[config.mk]
export PLATFORM = sky130hd
export DESIGN_NAME = peak_threshold_segmenter
export DESIGN_NICKNAME = d
export VERILOG_FILES = /design/src/design/pts_pkg.sv /design/src/design/pts_lane.sv /design/src/design/pts_merge.sv /design/src/design/peak_threshold_segmenter.sv
export SDC_FILE = /design/constraint.sdc
export NUM_CORES = 1
export LEC_CHECK = 0
export CORE_AREA = 2 2 155 172
export CTS_CLUSTER_SIZE = 14
export DETAILED_ROUTE_END_ITERATION = 10
export DIE_AREA = 0 0 157 174
export DONT_BUFFER_PORTS = 1
export PLACE_DENSITY_LB_ADDON = 0.15
export SLEW_MARGIN = 20
export SYNTH_ARGS = -nofsm -noshare
export SYNTH_HDL_FRONTEND = slang
export SYNTH_SLANG_ARGS = --single-unit
[constraint.sdc]
create_clock -name i_clk -period 17.6 [get_ports i_clk]
set_clock_uncertainty 0.05 [all_clocks]
set_input_delay 0.88 -clock i_clk [delete_from_list [all_inputs] [get_ports i_clk]]
set_output_delay 0.88 -clock i_clk [all_outputs]
set_load 0.05 [all_outputs]
[src/design/pts_pkg.sv]
// ----------------------------------------------------------------------------
// pts_pkg
// Types and constants shared by the peak threshold segmenter modules.
// ----------------------------------------------------------------------------
package pts_pkg;

    localparam int CHANNELS      = 4;
    localparam int RING_DEPTH    = 256;
    localparam int RING_W        = $clog2(RING_DEPTH);
    localparam int LANES_CARRIED = 4;
    localparam int LANES         = (CHANNELS < LANES_CARRIED) ? CHANNELS : LANES_CARRIED;

    localparam int SAMPLE_W = 16;
    localparam int COUNT_W  = 16;
    localparam int POS_W    = 8;
    localparam int CFG_IDX_W  = 3;
    localparam int CFG_DATA_W = 16;
    localparam int IN_DATA_W  = LANES_CARRIED * SAMPLE_W;
    localparam int OUT_DATA_W = 56;

    localparam logic signed [SAMPLE_W-1:0] SAMPLE_MIN = {1'b1, {(SAMPLE_W-1){1'b0}}};
    localparam logic signed [SAMPLE_W-1:0] SAMPLE_MAX = {1'b0, {(SAMPLE_W-1){1'b1}}};
    localparam logic [COUNT_W-1:0]         COUNT_MAX  = {COUNT_W{1'b1}};

    typedef enum logic [1:0] {
        PH_QUIET  = 2'd0,
        PH_SEARCH = 2'd1,
        PH_RECOG  = 2'd2
    } t_phase;

    typedef enum logic {
        OP_SAMPLE  = 1'b0,
        OP_RESTART = 1'b1
    } t_opcode;

    typedef enum logic [CFG_IDX_W-1:0] {
        CFG_MIN_LENGTH      = 3'd0,
        CFG_MAX_LENGTH      = 3'd1,
        CFG_PEAK_THRESHOLD  = 3'd2,
        CFG_USE_MAGNITUDE   = 3'd3,
        CFG_ACTIVE_CHANNELS = 3'd4
    } t_cfg_index;

    // Lane or merged candidate: hit means it beats the stored peak
    typedef struct packed {
        logic                       hit;
        logic signed [SAMPLE_W-1:0] val;
    } t_cand;

endpackage

[src/design/pts_lane.sv]
// ----------------------------------------------------------------------------
// pts_lane
// One channel lane: optional saturating magnitude, compare against the peak.
// ----------------------------------------------------------------------------
module pts_lane (
    input  logic                                 i_enable,
    input  logic                                 i_use_mag,
    input  logic signed [pts_pkg::SAMPLE_W-1:0]  i_sample,
    input  logic signed [pts_pkg::SAMPLE_W-1:0]  i_peak,
    output pts_pkg::t_cand                       o_cand
);

    logic signed [pts_pkg::SAMPLE_W-1:0] w_val;

    always_comb begin
        w_val = i_sample;
        if (i_use_mag && i_sample[pts_pkg::SAMPLE_W-1]) begin
            // the most negative value has no positive twin: saturate
            if (i_sample == pts_pkg::SAMPLE_MIN) begin
                w_val = pts_pkg::SAMPLE_MAX;
            end else begin
                w_val = -i_sample;
            end
        end
        o_cand.val = w_val;
        o_cand.hit = i_enable && (w_val > i_peak);
    end

endmodule

[src/design/pts_merge.sv]
// ----------------------------------------------------------------------------
// pts_merge
// Combine lane candidates into the largest one that beats the peak.
// ----------------------------------------------------------------------------
module pts_merge (
    input  pts_pkg::t_cand i_cand [pts_pkg::LANES],
    output pts_pkg::t_cand o_cand
);

    always_comb begin
        o_cand.hit = 1'b0;
        o_cand.val = pts_pkg::SAMPLE_MIN;
        for (int i = 0; i < pts_pkg::LANES; i++) begin
            if (i_cand[i].hit && (!o_cand.hit || (i_cand[i].val > o_cand.val))) begin
                o_cand.hit = 1'b1;
                o_cand.val = i_cand[i].val;
            end
        end
    end

endmodule

[src/design/peak_threshold_segmenter.sv]
// ----------------------------------------------------------------------------
// peak_threshold_segmenter
// Each beat's result is registered and shown on the master side the next cycle.
// Throughput: one item per cycle while the master keeps up, since the output
// register frees the input. Compare, merge and threshold decision: combinational.
// Reset (synchronous, active low): phase quiet, count and window start zero,
// peak at the most negative value, registers at their documented defaults.
// ----------------------------------------------------------------------------
module peak_threshold_segmenter (
    input  logic                                i_clk,
    input  logic                                i_rst_n,
    // slave side
    input  logic                                i_s_axis_tvalid,
    output logic                                o_s_axis_tready,
    // tdata: sample_a, sample_b, sample_c, sample_d (16 bits each, lowest first)
    input  logic [pts_pkg::IN_DATA_W-1:0]       i_s_axis_tdata,
    // tuser: opcode
    input  logic                                i_s_axis_tuser,
    // master side
    output logic                                o_m_axis_tvalid,
    input  logic                                i_m_axis_tready,
    // tdata: segment_ready[0], window_start[8:1], segment_length[24:9],
    //        read_position[32:25], peak_value[48:33], phase[50:49], zeros above
    output logic [pts_pkg::OUT_DATA_W-1:0]      o_m_axis_tdata,
    // configuration writes
    input  logic                                i_cfg_valid,
    output logic                                o_cfg_ready,
    input  logic [pts_pkg::CFG_IDX_W-1:0]       i_cfg_index,
    input  logic [pts_pkg::CFG_DATA_W-1:0]      i_cfg_data
);

    localparam int SW = pts_pkg::SAMPLE_W;
    localparam int CW = pts_pkg::COUNT_W;
    localparam int RW = pts_pkg::RING_W;

    // configuration
    logic [CW-1:0]        r_min_length;
    logic [CW-1:0]        r_max_length;
    logic signed [SW-1:0] r_peak_threshold;
    logic                 r_use_mag;
    logic [2:0]           r_active_ch;

    // segment state
    pts_pkg::t_phase      r_phase, n_phase;
    logic [CW-1:0]        r_length, n_length;
    logic [RW-1:0]        r_window, n_window;
    logic signed [SW-1:0] r_peak, n_peak;
    logic [CW-1:0]        r_peak_index, n_peak_index;

    // output register
    logic                          r_m_valid;
    logic [pts_pkg::OUT_DATA_W-1:0] r_m_tdata, n_m_tdata;

    logic           w_accept;
    logic [CW-1:0]  w_length_inc;
    logic [RW-1:0]  w_read_pos;
    pts_pkg::t_cand w_lane_cand [pts_pkg::LANES];
    pts_pkg::t_cand w_merged;
    logic signed [SW-1:0] w_search_peak;
    logic [CW-1:0]        w_search_index;

    assign o_cfg_ready     = 1'b1;
    assign o_s_axis_tready = !r_m_valid || i_m_axis_tready;
    assign o_m_axis_tvalid = r_m_valid;
    assign o_m_axis_tdata  = r_m_tdata;
    assign w_accept        = i_s_axis_tvalid && o_s_axis_tready;

    always_ff @(posedge i_clk) begin
        if (!i_rst_n) begin
            r_min_length     <= '0;
            r_max_length     <= CW'(1);
            r_peak_threshold <= '0;
            r_use_mag        <= 1'b0;
            r_active_ch      <= 3'd1;
        end else if (i_cfg_valid) begin
            unique case (i_cfg_index)
                pts_pkg::CFG_MIN_LENGTH:      r_min_length     <= i_cfg_data;
                pts_pkg::CFG_MAX_LENGTH:      r_max_length     <= i_cfg_data;
                pts_pkg::CFG_PEAK_THRESHOLD:  r_peak_threshold <= i_cfg_data;
                pts_pkg::CFG_USE_MAGNITUDE:   r_use_mag        <= i_cfg_data[0];
                pts_pkg::CFG_ACTIVE_CHANNELS: r_active_ch      <= i_cfg_data[2:0];
                default: ;
            endcase
        end
    end

    // one lane per carried channel; lane i is examined when i < active_channels
    for (genvar g = 0; g < pts_pkg::LANES; g++) begin : g_lane
        pts_lane u_lane (
            .i_enable  (r_active_ch > 3'(g)),
            .i_use_mag (r_use_mag),
            .i_sample  (i_s_axis_tdata[g*SW +: SW]),
            .i_peak    (r_peak),
            .o_cand    (w_lane_cand[g])
        );
    end

    pts_merge u_merge (
        .i_cand (w_lane_cand),
        .o_cand (w_merged)
    );

    assign w_length_inc   = (r_length == pts_pkg::COUNT_MAX) ? r_length : r_length + CW'(1);
    assign w_search_peak  = w_merged.hit ? w_merged.val : r_peak;
    assign w_search_index = w_merged.hit ? w_length_inc : r_peak_index;

    always_ff @(posedge i_clk) begin
        if (!i_rst_n) begin
            r_phase      <= pts_pkg::PH_QUIET;
            r_length     <= '0;
            r_window     <= '0;
            r_peak       <= pts_pkg::SAMPLE_MIN;
            r_peak_index <= '0;
        end else begin
            r_phase      <= n_phase;
            r_length     <= n_length;
            r_window     <= n_window;
            r_peak       <= n_peak;
            r_peak_index <= n_peak_index;
        end
    end

    always_comb begin
        n_phase      = r_phase;
        n_length     = r_length;
        n_window     = r_window;
        n_peak       = r_peak;
        n_peak_index = r_peak_index;
        if (w_accept) begin
            if (i_s_axis_tuser == pts_pkg::OP_RESTART) begin
                // advance the window past the segment, clear length and peak, back to quiet
                n_window = r_window + RW'(r_length);
                n_length = '0;
                n_phase  = pts_pkg::PH_QUIET;
                n_peak   = pts_pkg::SAMPLE_MIN;
            end else begin
                unique case (r_phase)
                    pts_pkg::PH_QUIET: begin
                        n_length = w_length_inc;
                        if (w_length_inc > r_min_length) begin
                            n_phase = pts_pkg::PH_SEARCH;
                        end
                    end
                    pts_pkg::PH_SEARCH: begin
                        n_peak       = w_search_peak;
                        n_peak_index = w_search_index;
                        n_length     = w_length_inc;
                        if (w_length_inc >= r_max_length) begin
                            n_length = (w_search_peak > r_peak_threshold) ?
                                       w_search_index : r_min_length;
                            n_phase  = pts_pkg::PH_RECOG;
                        end
                    end
                    default: ;  // recognized: hold until restart
                endcase
            end
        end
    end

    assign w_read_pos = n_window + RW'(n_length);

    always_comb begin
        n_m_tdata        = '0;
        n_m_tdata[0]     = (n_phase == pts_pkg::PH_RECOG);
        n_m_tdata[8:1]   = pts_pkg::POS_W'(n_window);
        n_m_tdata[24:9]  = n_length;
        n_m_tdata[32:25] = pts_pkg::POS_W'(w_read_pos);
        n_m_tdata[48:33] = n_peak;
        n_m_tdata[50:49] = n_phase;
    end

    always_ff @(posedge i_clk) begin
        if (!i_rst_n) begin
            r_m_valid <= 1'b0;
        end else if (o_s_axis_tready) begin
            r_m_valid <= i_s_axis_tvalid;
        end
    end

    // hold the result beat while stalled
    always_ff @(posedge i_clk) begin
        if (w_accept) begin
            r_m_tdata <= n_m_tdata;
        end
    end

endmodule

==> results of run 1 <==
==> power by group through the flow <==
stage | clock (uW) | combinational, uW | sequential (uW)
2_1_floorplan | 0 | 166 | 434
3_3_place_gp | 0 | 216 | 437
3_5_place_dp | 0 | 219 | 437
4_1_cts | 359 | 220 | 429
5_1_grt | 375 | 249 | 430
6_report | 357 | 223 | 428
==> how the worst min path moves through the flow <==
stage | start | endpoint | slack, ns | cells past startpoint
2_1_floorplan | r_peak_index[11] | r_peak_index[11] | 0.38 | 2
3_3_place_gp | r_peak_index[15] | r_peak_index[15] | 0.39 | 2
3_5_place_dp | r_peak_index[15] | r_peak_index[15] | 0.39 | 2
4_1_cts | r_peak_index[15] | r_peak_index[15] | 0.40 | 2
5_1_grt | r_peak_index[0] | r_peak_index[0] | 0.41 | 2
6_report | r_peak_index[15] | r_peak_index[15] | 0.40 | 2
==> cells by family (layout without fill, tap and decap cells) <==
| kind of cell | after synthesis | in the layout | synth area share [%] |
|---|---|---|---|
| AO/OA/AOI/OAI | 473 | 473 | 22.3 |
| AND/OR/NAND/NOR | 607 | 607 | 21.5 |
| adder cells (fa/ha/maj) | 181 | 181 | 17.0 |
| buffers and inverters | 195 | 163 | 5.88 |
| XOR/XNOR | 53 | 53 | 3.47 |
| multiplexers | 22 | 22 | 1.71 |
| flip-flops | 162 | 162 | 28.0 |
| other | 2 | 6 | 0.0561 |
==> worst max-delay path: cells and delay by family <==
kind,cells,cell delay [ns]
buffers and inverters,3,0.69
AND/OR/NAND/NOR,24,5.15
multiplexers,3,0.69
AO/OA/AOI/OAI,27,5.71
adder cells (fa/ha/maj),6,1.88
XOR/XNOR,2,0.29
==> sequential cells by signal, indices dropped and copies added (netlist names) <==
signal / count
o_m_axis_tdata: 51
o_m_axis_tvalid: 1
r_active_ch: 3
r_length: 16
r_max_length: 16
r_min_length: 16
r_peak: 16
r_peak_index: 16
r_peak_threshold: 16
r_phase: 2
r_use_mag: 1
r_window: 8
==> layer usage <==
| layer | track usage, % | up-vias |
|---|---|---|
| li1 | - | 6010 |
| met1 | 35.5 | 5796 |
| met2 | 52.9 | 417 |
| met3 | 4.06 | 99 |
| met4 | 12.8 | 0 |
| met5 | 0 | - |
==> layout by cell type, fill, tap and decap left out, types with 6 or more instances in the layout <==
cell       Yosys  final
nand2_1      243    243
ha_1         179    179
a21oi_1      141    140
inv_1        119    119
o21ai_0      112    112
dfxtp_1      111    111
nor2_1       107    107
edfxtp_1      51     51
nand3_1       48     48
nor3_1        37     36
and2_1        37     36
xnor2_1       34     34
nand4_1       31     31
a21o_1        29     29
a22oi_1       25     25
a211oi_1      22     22
o21a_1        21     21
nor2b_1       21     21
nand2b_1      20     20
xor2_1        19     19
o22ai_1       17     17
clkbuf_16      0     17
mux2i_1       15     15
nor4_1        13     13
o31ai_1       13     13
nand3b_1      11     11
a31oi_1       10     10
buf_4          8     10
a32o_1         9      9
o211ai_1       8      8
o211a_1        8      8
a221oi_1       8      8
a22o_1         8      8
or3_1          7      7
mux2_2         7      7
and3_1         6      6
or2_2          6      6
conb_1         2      6
==> stage by stage <==
| step | total power [uW] | hold slack (ns) | setup WS (ns) | util, % | std cells |
|---|---|---|---|---|---|
| final | 1010 | 0.402 | 2.44 | 55.2 | 2019 |
| after global routing | 1050 | 0.412 | 0.870 | 55.2 | 2019 |
| after CTS | 1010 | 0.402 | 2.29 | 55.2 | 2019 |
| after detailed placement | 656 | 0.393 | 1.87 | 53.0 | 1987 |
| after global placement | 653 | 0.386 | 2.19 | 53.0 | 1987 |
| after floorplan | 600 | 0.381 | 3.25 | - | 1699 |
==> final cells by class <==
cell class / instances / share of cell area, %
Inverter: 121 / 3.21
Clock buffer: 19 / 3.06
Tap cell: 352 / 3.11
Clock inverter: 13 / 0.892
Timing Repair Buffer: 10 / 0.530
Multi-Input combinational cell: 1342 / 62.7
Sequential cell: 162 / 26.5
==> results.tsv, run 1 <==
metric	value	unit
yosysWarnings	0	
required	17.73	ns
drc_errors	0	
synth_top_area_share	16.7	%
ant_nets	0	
clkSinkCount	162	
cts_root_buf	clkbuf_16	
irDropWorstVdd	74.4	uV
crit_slowest_cell	nor4b_1	
p_sw	333	uW
grt_overflow_total	0	
finalCritPeriodShare	86.2	%
core_area	25700	sq um
final_area	14200	sq um
intPower	675	uW
rows	62	
hold_buffers	0	
initial_core_util	52.2	%
met2_length	20300	um
synth-seq-area-share	28.0	%
cp.arrival	15.30	ns
switching_share	33.0	%
crit_start	i_s_axis_tdata[5]	
rr_startpoint	r_use_mag	
finalSetupTns	0	ns
synth_top_cells_by_count	nand2_1 (243), ha_1 (179), a21oi_1 (141)	
syn_avg_cell_area	7.90	sq um
first_pass_iters	6	
drive_gt1_share	3.90	%
clkPwrFrac	35.4	%
wl	40400	um
powerDensity	71.2	nW/um^2
period_minus_slack	15.16	ns
synth.area.top_cells	ha_1 (17%), dfxtp_1 (17%), edfxtp_1 (11%)	
wl_met3	2220	um
power_frac_comb	22.1	%
r2r-end	o_m_axis_tdata[32]	
drtIter0Drc	982	
top_layer_used	met4	
port-buffer-count	0	
crit_end	o_m_axis_tdata[32]	
die_h	174	um
leakage	0.00569	uW
clock_path_buffers	2	
timing_worst_setup_path_type	in2reg	
cp_max_fo	33	
cts_tree	yes	
worst_pin_slew	1.09	ns
antennaDiodeCount	0	
ios	148	
cp-end-kind	register	
synth_seq_cells	162	
m1WireLength	16200	um
fillers	2445	
syn_to_final_growth	5.75	%
viasPerCell	6.10	
fmax	65.9	MHz
hpwlAfterDp	32200	um
critPathLaunchType	input port	
grt_pass1_vias	11750	
die_w	157	um
antenna_found_initial	0	
grt_setup_unrepaired	false	
pwr-share-seq	42.5	%
report.final.setup_viol	0	
synth.most_common_cell	nand2_1	
place_congestion	0.964	
cpMostUsedCell	o21ai_0	
nets	1924	
postCtsSetupBuffers	0	
grt_max_degree	73	
htree_levels	4	
die_area	27300	sq um
path_clk_slew	0.07	ns
hold_violations	0	
rrSetupSlack	2.91	ns
grt_first_pass_wirelength	63300	um
seq_area	3750	sq um
slew_headroom	26.6	%
synth-main-ff-cell	dfxtp_1	
synth_edf_count	51	
ff2ff_path_depth	63	
status	finished, final reports clean	
clkLatencyLatePin	0.44	ns
grt.total_usage	29.8	%
place_area	13600	sq um
synthDistinctLibCells	72	
drv_slew	0	
crit_path_max_incr_delay	0.66	ns
routed-via-count	12322	
hp-class	reg2reg	
syn-cell-area	13400	sq um
maxCapViolCount	0	
avgRoutedWirePerCell	20.0	um
multi_input_area	8880	sq um
synth_largest_area_cell	ha_1	
cts_resized	0	
synth_cells	1695	
synth-async-reset-ratio	0	%
numCtsBuffers	17	
Note: power is estimated with default switching activity, not from simulation.
==> run 2, diff against run 1 <==
- CORE_AREA: 2 2 155 172 -> 2 2 224 248
- DIE_AREA: 0 0 157 174 -> 0 0 226 250
==> run 2 against run 1 <==
Effect of this change: first-iteration DRC count down 32%; count of clock-buffer cells in the layout grew 3; worst hold slack gained 0.00053 ns; largest power group unchanged; highest routed layer is now met5.
==> results.tsv, run 2 (synthesis results as in run 1) <==
metric	value	unit	change
first_pass_iters	7		+1
fin_ws	2.24	ns	-0.195 ns
preCtsSetupSlack	1.66	ns	-0.215 ns
syn_to_final_growth	9.58	%	
cp_max_fo	35		+6.1%
port-buffer-count	0		unchanged
clkSinkCount	162		unchanged
finalSetupTns	0	ns	unchanged
grt_pass1_vias	11645		-0.89%
final_area	14700	sq um	+3.6%
clkLatencyLatePin	0.46	ns	+0.02 ns
clock_path_buffers	2		unchanged
antenna_found_initial	2		+2
status	finished, final reports clean		
grt_overflow_total	0		unchanged
rr_startpoint	r_use_mag		
r2r-end	o_m_axis_tdata[32]		
postCtsSetupBuffers	0		unchanged
layout_commonest_cell	nand2_1		
place_area	14100	sq um	+3.8%
nets	1927		+0.16%
place_congestion	0.887		-8.0%
finalCritPeriodShare	87.3	%	+1.1 points
maxCapViolCount	0		unchanged
hold_violations	0		unchanged
wl	47000	um	+16%
antennaDiodeCount	0		unchanged
rows	90		+45%
path_clk_slew	0.07	ns	about the same
ff2ff_path_depth	66		+4.8%
critPathLaunchType	input port		
die_h	250	um	+44%
period_minus_slack	15.36	ns	+0.195 ns
drv_slew	0		unchanged
cts_root_buf	clkbuf_16		
hpwlAfterDp	37400	um	+16%
leakage	0.00572	uW	+0.53%
cts_tree	yes		
die_w	226	um	+44%
cp.arrival	15.51	ns	+0.21 ns
timing_worst_setup_path_type	in2reg		
powerDensity	69.7	nW/um^2	-2.1%
htree_levels	4		unchanged
worst_hold_path.endpoint	r_peak_index[11]		
hold_start	r_peak_index[11]		
report.final.setup_viol	0		unchanged
core_area	54200	sq um	+110%
routed-via-count	12042		-2.3%
cp-end-kind	register		
cts_resized	0		unchanged
drive_gt1_share	4.37	%	+0.47 points
worst_pin_slew	1.08	ns	-0.0138 ns
grt_setup_unrepaired	false		
final_cell_mix	nand2_1 (243), ha_1 (179), a21oi_1 (140)		
ios	148		unchanged
required	17.75	ns	+0.02 ns
die_area	56500	sq um	+110%
avgRoutedWirePerCell	19.5	um	-2.4%
irDropWorstVdd	72.9	uV	-2.0%
crit_slowest_cell	nor4b_1		
initial_core_util	24.7	%	-27 points
hold_buffers	0		unchanged
slew_headroom	27.9	%	+1.3 points
grt_max_degree	73		unchanged
ant_nets	0		unchanged
hold_depth	2		unchanged
crit_path_max_incr_delay	0.72	ns	+0.06 ns
rrSetupSlack	3.10	ns	+0.19 ns
grt_first_pass_wirelength	70900	um	+12%
drtIter0Drc	665		-32%
hp-class	reg2reg		
largest_register_ffs	51		unchanged
fmax	65.1	MHz	-1.3%
numCtsBuffers	17		unchanged
grt.total_usage	16.5	%	-13 points
viasPerCell	5.00		-18%
drc_errors	0		unchanged
==> run 2: layout make-up <==
cell class	count	area, sq um
fill	5885	39500
multi-input combinational	1342	8890
clock inverter	10	70.1
clock buffer	22	487
sequential	162	3750
inverter	121	454
timing repair buffer	13	97.6
tap	736	921
==> run 2: through the flow <==
stage	total power [uW]	cells	hold slack, ns	util (%)
final	1020	2406	0.403	27.1
after global routing	1080	2406	0.422	27.1
after detailed placement	664	2374	0.396	26.1
after CTS	1030	2406	0.405	27.1
after floorplan	600	1699	0.381	-
after global placement	663	2374	0.387	26.0
==> run 2: worst max-delay path by stage <==
stage,start,endpoint,slack [ns],depth (start not counted)
finish,i_s_axis_tdata[5],o_m_axis_tdata[32],2.24,67
global placement,i_s_axis_tdata[5],o_m_axis_tdata[32],2.00,66
floorplan,i_s_axis_tdata[5],o_m_axis_tdata[32],3.25,70
global route,i_s_axis_tdata[5],o_m_axis_tdata[32],0.88,67
CTS,i_s_axis_tdata[5],o_m_axis_tdata[32],2.09,68
detailed placement,i_s_axis_tdata[5],o_m_axis_tdata[32],1.66,68
==> run 2: metal layers <==
metal	up-vias	track usage (%)	wire, um
met5	-	0	33
met4	4	3.92	806
met3	54	3.70	2690
met2	291	28.3	22300
met1	5684	20.8	21200
li1	6009	-	-
==> run 2: report_power, final <==
group	switching, uW	internal [uW]	total (uW)	leakage, uW
registers	31.1	398	429	0.00141
clock network	168	198	365	0.000277
logic	147	81.6	229	0.00404
total	346	677	1020	0.00572
==> run 2: critical path, delay by kind of cell <==
family / cells / cell delay [ns]
XOR/XNOR: 2 / 0.29
multiplexers: 2 / 0.50
AND/OR/NAND/NOR: 24 / 5.25
buffers and inverters: 4 / 1.01
AO/OA/AOI/OAI: 29 / 5.73
adder cells (fa/ha/maj): 6 / 1.85
==> run 3, diff against run 2 <==
- GPL_ROUTABILITY_DRIVEN: default -> 0
- PLACE_DENSITY_LB_ADDON: 0.15 -> 0.25
==> run 3 against run 2 <==
Effect of this change: maximum frequency is 1.4% lower; count of clock-buffer cells in the layout down 5; non-clock buffer count unchanged; sequential share of layout area fell by 0.052 points; register-to-register slack got worse by 0.26 ns; sequential power hardly changed; setup slack got worse by 0.22 ns; via count grew 1.5%; largest cell class unchanged.
==> results.tsv, run 3 (synthesis results as in run 1) <==
metric	value	unit	change
clkSinkCount	162		unchanged
report.final.setup_viol	0		unchanged
hold_buffers	0		unchanged
cp.arrival	15.72	ns	+0.21 ns
instances_no_fill	2406		unchanged
routed-via-count	12217		+1.5%
clock_path_buffers	2		unchanged
htree_levels	4		unchanged
clkLatencyLatePin	0.45	ns	about the same
fillers	5908		+0.39%
finalSetupTns	0	ns	unchanged
wl	45600	um	-3.1%
die_w	226	um	unchanged
antennaDiodeCount	0		unchanged
worst_pin_slew	1.10	ns	+0.0166 ns
ios	148		unchanged
drc_errors	0		unchanged
cp_max_fo	35		unchanged
grt_max_degree	73		unchanged
cts_root_buf	clkbuf_16		
cpMostUsedCell	o21ai_0		
seq_area	3750	sq um	unchanged
period_minus_slack	15.57	ns	+0.216 ns
postCtsSetupBuffers	0		unchanged
drtIter0Drc	882		+33%
slew_headroom	27.0	%	-0.95 points
die_area	56500	sq um	unchanged
rows	90		unchanged
hold_violations	0		unchanged
crit_path_max_incr_delay	0.91	ns	+0.19 ns
cp-end-kind	register		
hold_depth	2		unchanged
dp.cells	2373		-0.042%
hp-class	reg2reg		
drv_slew	0		unchanged
rr_startpoint	r_use_mag		
grt.total_usage	16.0	%	-0.46 points
die_h	250	um	unchanged
drive_gt1_share	4.31	%	-0.060 points
hold_start	r_max_length[2]		
ff2ff_path_depth	67		+1.5%
irDropWorstVdd	71.6	uV	-1.8%
critPathLaunchType	input port		
rrSetupSlack	2.84	ns	-0.26 ns
use_met1	21.2	%	+0.46 points
largest_register_ffs	51		unchanged
core_area	54200	sq um	unchanged
final_cell_mix	nand2_1 (243), ha_1 (179), a21oi_1 (140)		
gr-usage-met2	26.1	%	-2.2 points
antenna_found_initial	1		-1
avgRoutedWirePerCell	18.9	um	-3.1%
viasPerCell	5.08		+1.5%
port-buffer-count	0		unchanged
ant_nets	0		unchanged
r2r-end	o_m_axis_tdata[32]		
cts_tree	yes		
grt_first_pass_wirelength	69500	um	-2.0%
fmax	64.2	MHz	-1.4%
layout_commonest_cell	nand2_1		
required	17.75	ns	about the same
cts_resized	0		unchanged
finalCritPeriodShare	88.5	%	+1.2 points
status	finished, final reports clean		
syn_to_final_growth	9.81	%	
hpwlAfterDp	36200	um	-3.2%
grt_pass1_vias	11702		+0.49%
timing_worst_setup_path_type	in2reg		
first_pass_iters	5		-2
worst_hold_path.endpoint	r_max_length[2]		
crit_slowest_cell	and2_1		
grt_overflow_total	0		unchanged
met3_usage	3.78	%	+0.082 points
path_clk_slew	0.07	ns	about the same
maxCapViolCount	0		unchanged
leakage	0.00574	uW	+0.21%
place_area	14100	sq um	-0.11%
numCtsBuffers	17		unchanged
final_area	14700	sq um	+0.21%
powerDensity	70.3	nW/um^2	+0.88%
grt_setup_unrepaired	false		
multi_input_area	8890	sq um	about the same
nets	1927		unchanged
busiest_layer	met2		
initial_core_util	24.7	%	unchanged
-- run 3: worst max path at each step --
stage	start	slack, ns	endpoint	cells after the start
CTS	i_s_axis_tdata[5]	2.24	o_m_axis_tdata[32]	68
finish	i_s_axis_tdata[5]	2.03	o_m_axis_tdata[32]	68
global route	i_s_axis_tdata[5]	0.70	o_m_axis_tdata[32]	68
detailed placement	i_s_axis_tdata[5]	1.76	o_m_axis_tdata[32]	68
floorplan	i_s_axis_tdata[5]	3.25	o_m_axis_tdata[32]	70
global placement	i_s_axis_tdata[5]	2.23	o_m_axis_tdata[32]	67
-- run 3: worst max-delay path, delay by kind of cell --
family | cells | cell delay [ns]
buf+inv | 5 | 1.08
xor+xnor | 2 | 0.29
mux | 2 | 0.48
simple gates | 25 | 5.70
compound gates | 28 | 5.49
fa+ha+maj | 6 | 1.80
-- run 3: final cells by class --
cell class | count | area share (%)
clock buffers | 17 | 2.89
clock inverters | 15 | 1.08
inverters | 121 | 3.09
multi-input cells | 1342 | 60.5
flip-flops and latches | 162 | 25.5
well taps | 736 | 6.26
repair buffers | 13 | 0.689
-- run 3: layer usage --
metal | share of wire [%] | routed length, um
met1 | 46 | 20800
met2 | 46 | 20800
met3 | 7.0 | 3190
met4 | 1.6 | 723
met5 | 0.029 | 13
-- run 3: metrics by stage --
stage          hold WS (ns)  setup slack (ns)  total power [uW]  utilization, %
2_1_floorplan         0.381              3.25               600               -
3_3_place_gp          0.388              2.23               657            26.0
3_5_place_dp          0.392              1.76               662            26.0
4_1_cts               0.403              2.24              1040            27.1
5_1_grt               0.416             0.696              1090            27.2
6_report              0.403              2.03              1030            27.2
-- run 3: where the power goes --
part	leakage [uW]	switching, uW	internal, uW
combinational	0.00404	147	82.3
clock	0.000289	186	190
sequential	0.00141	31.0	397
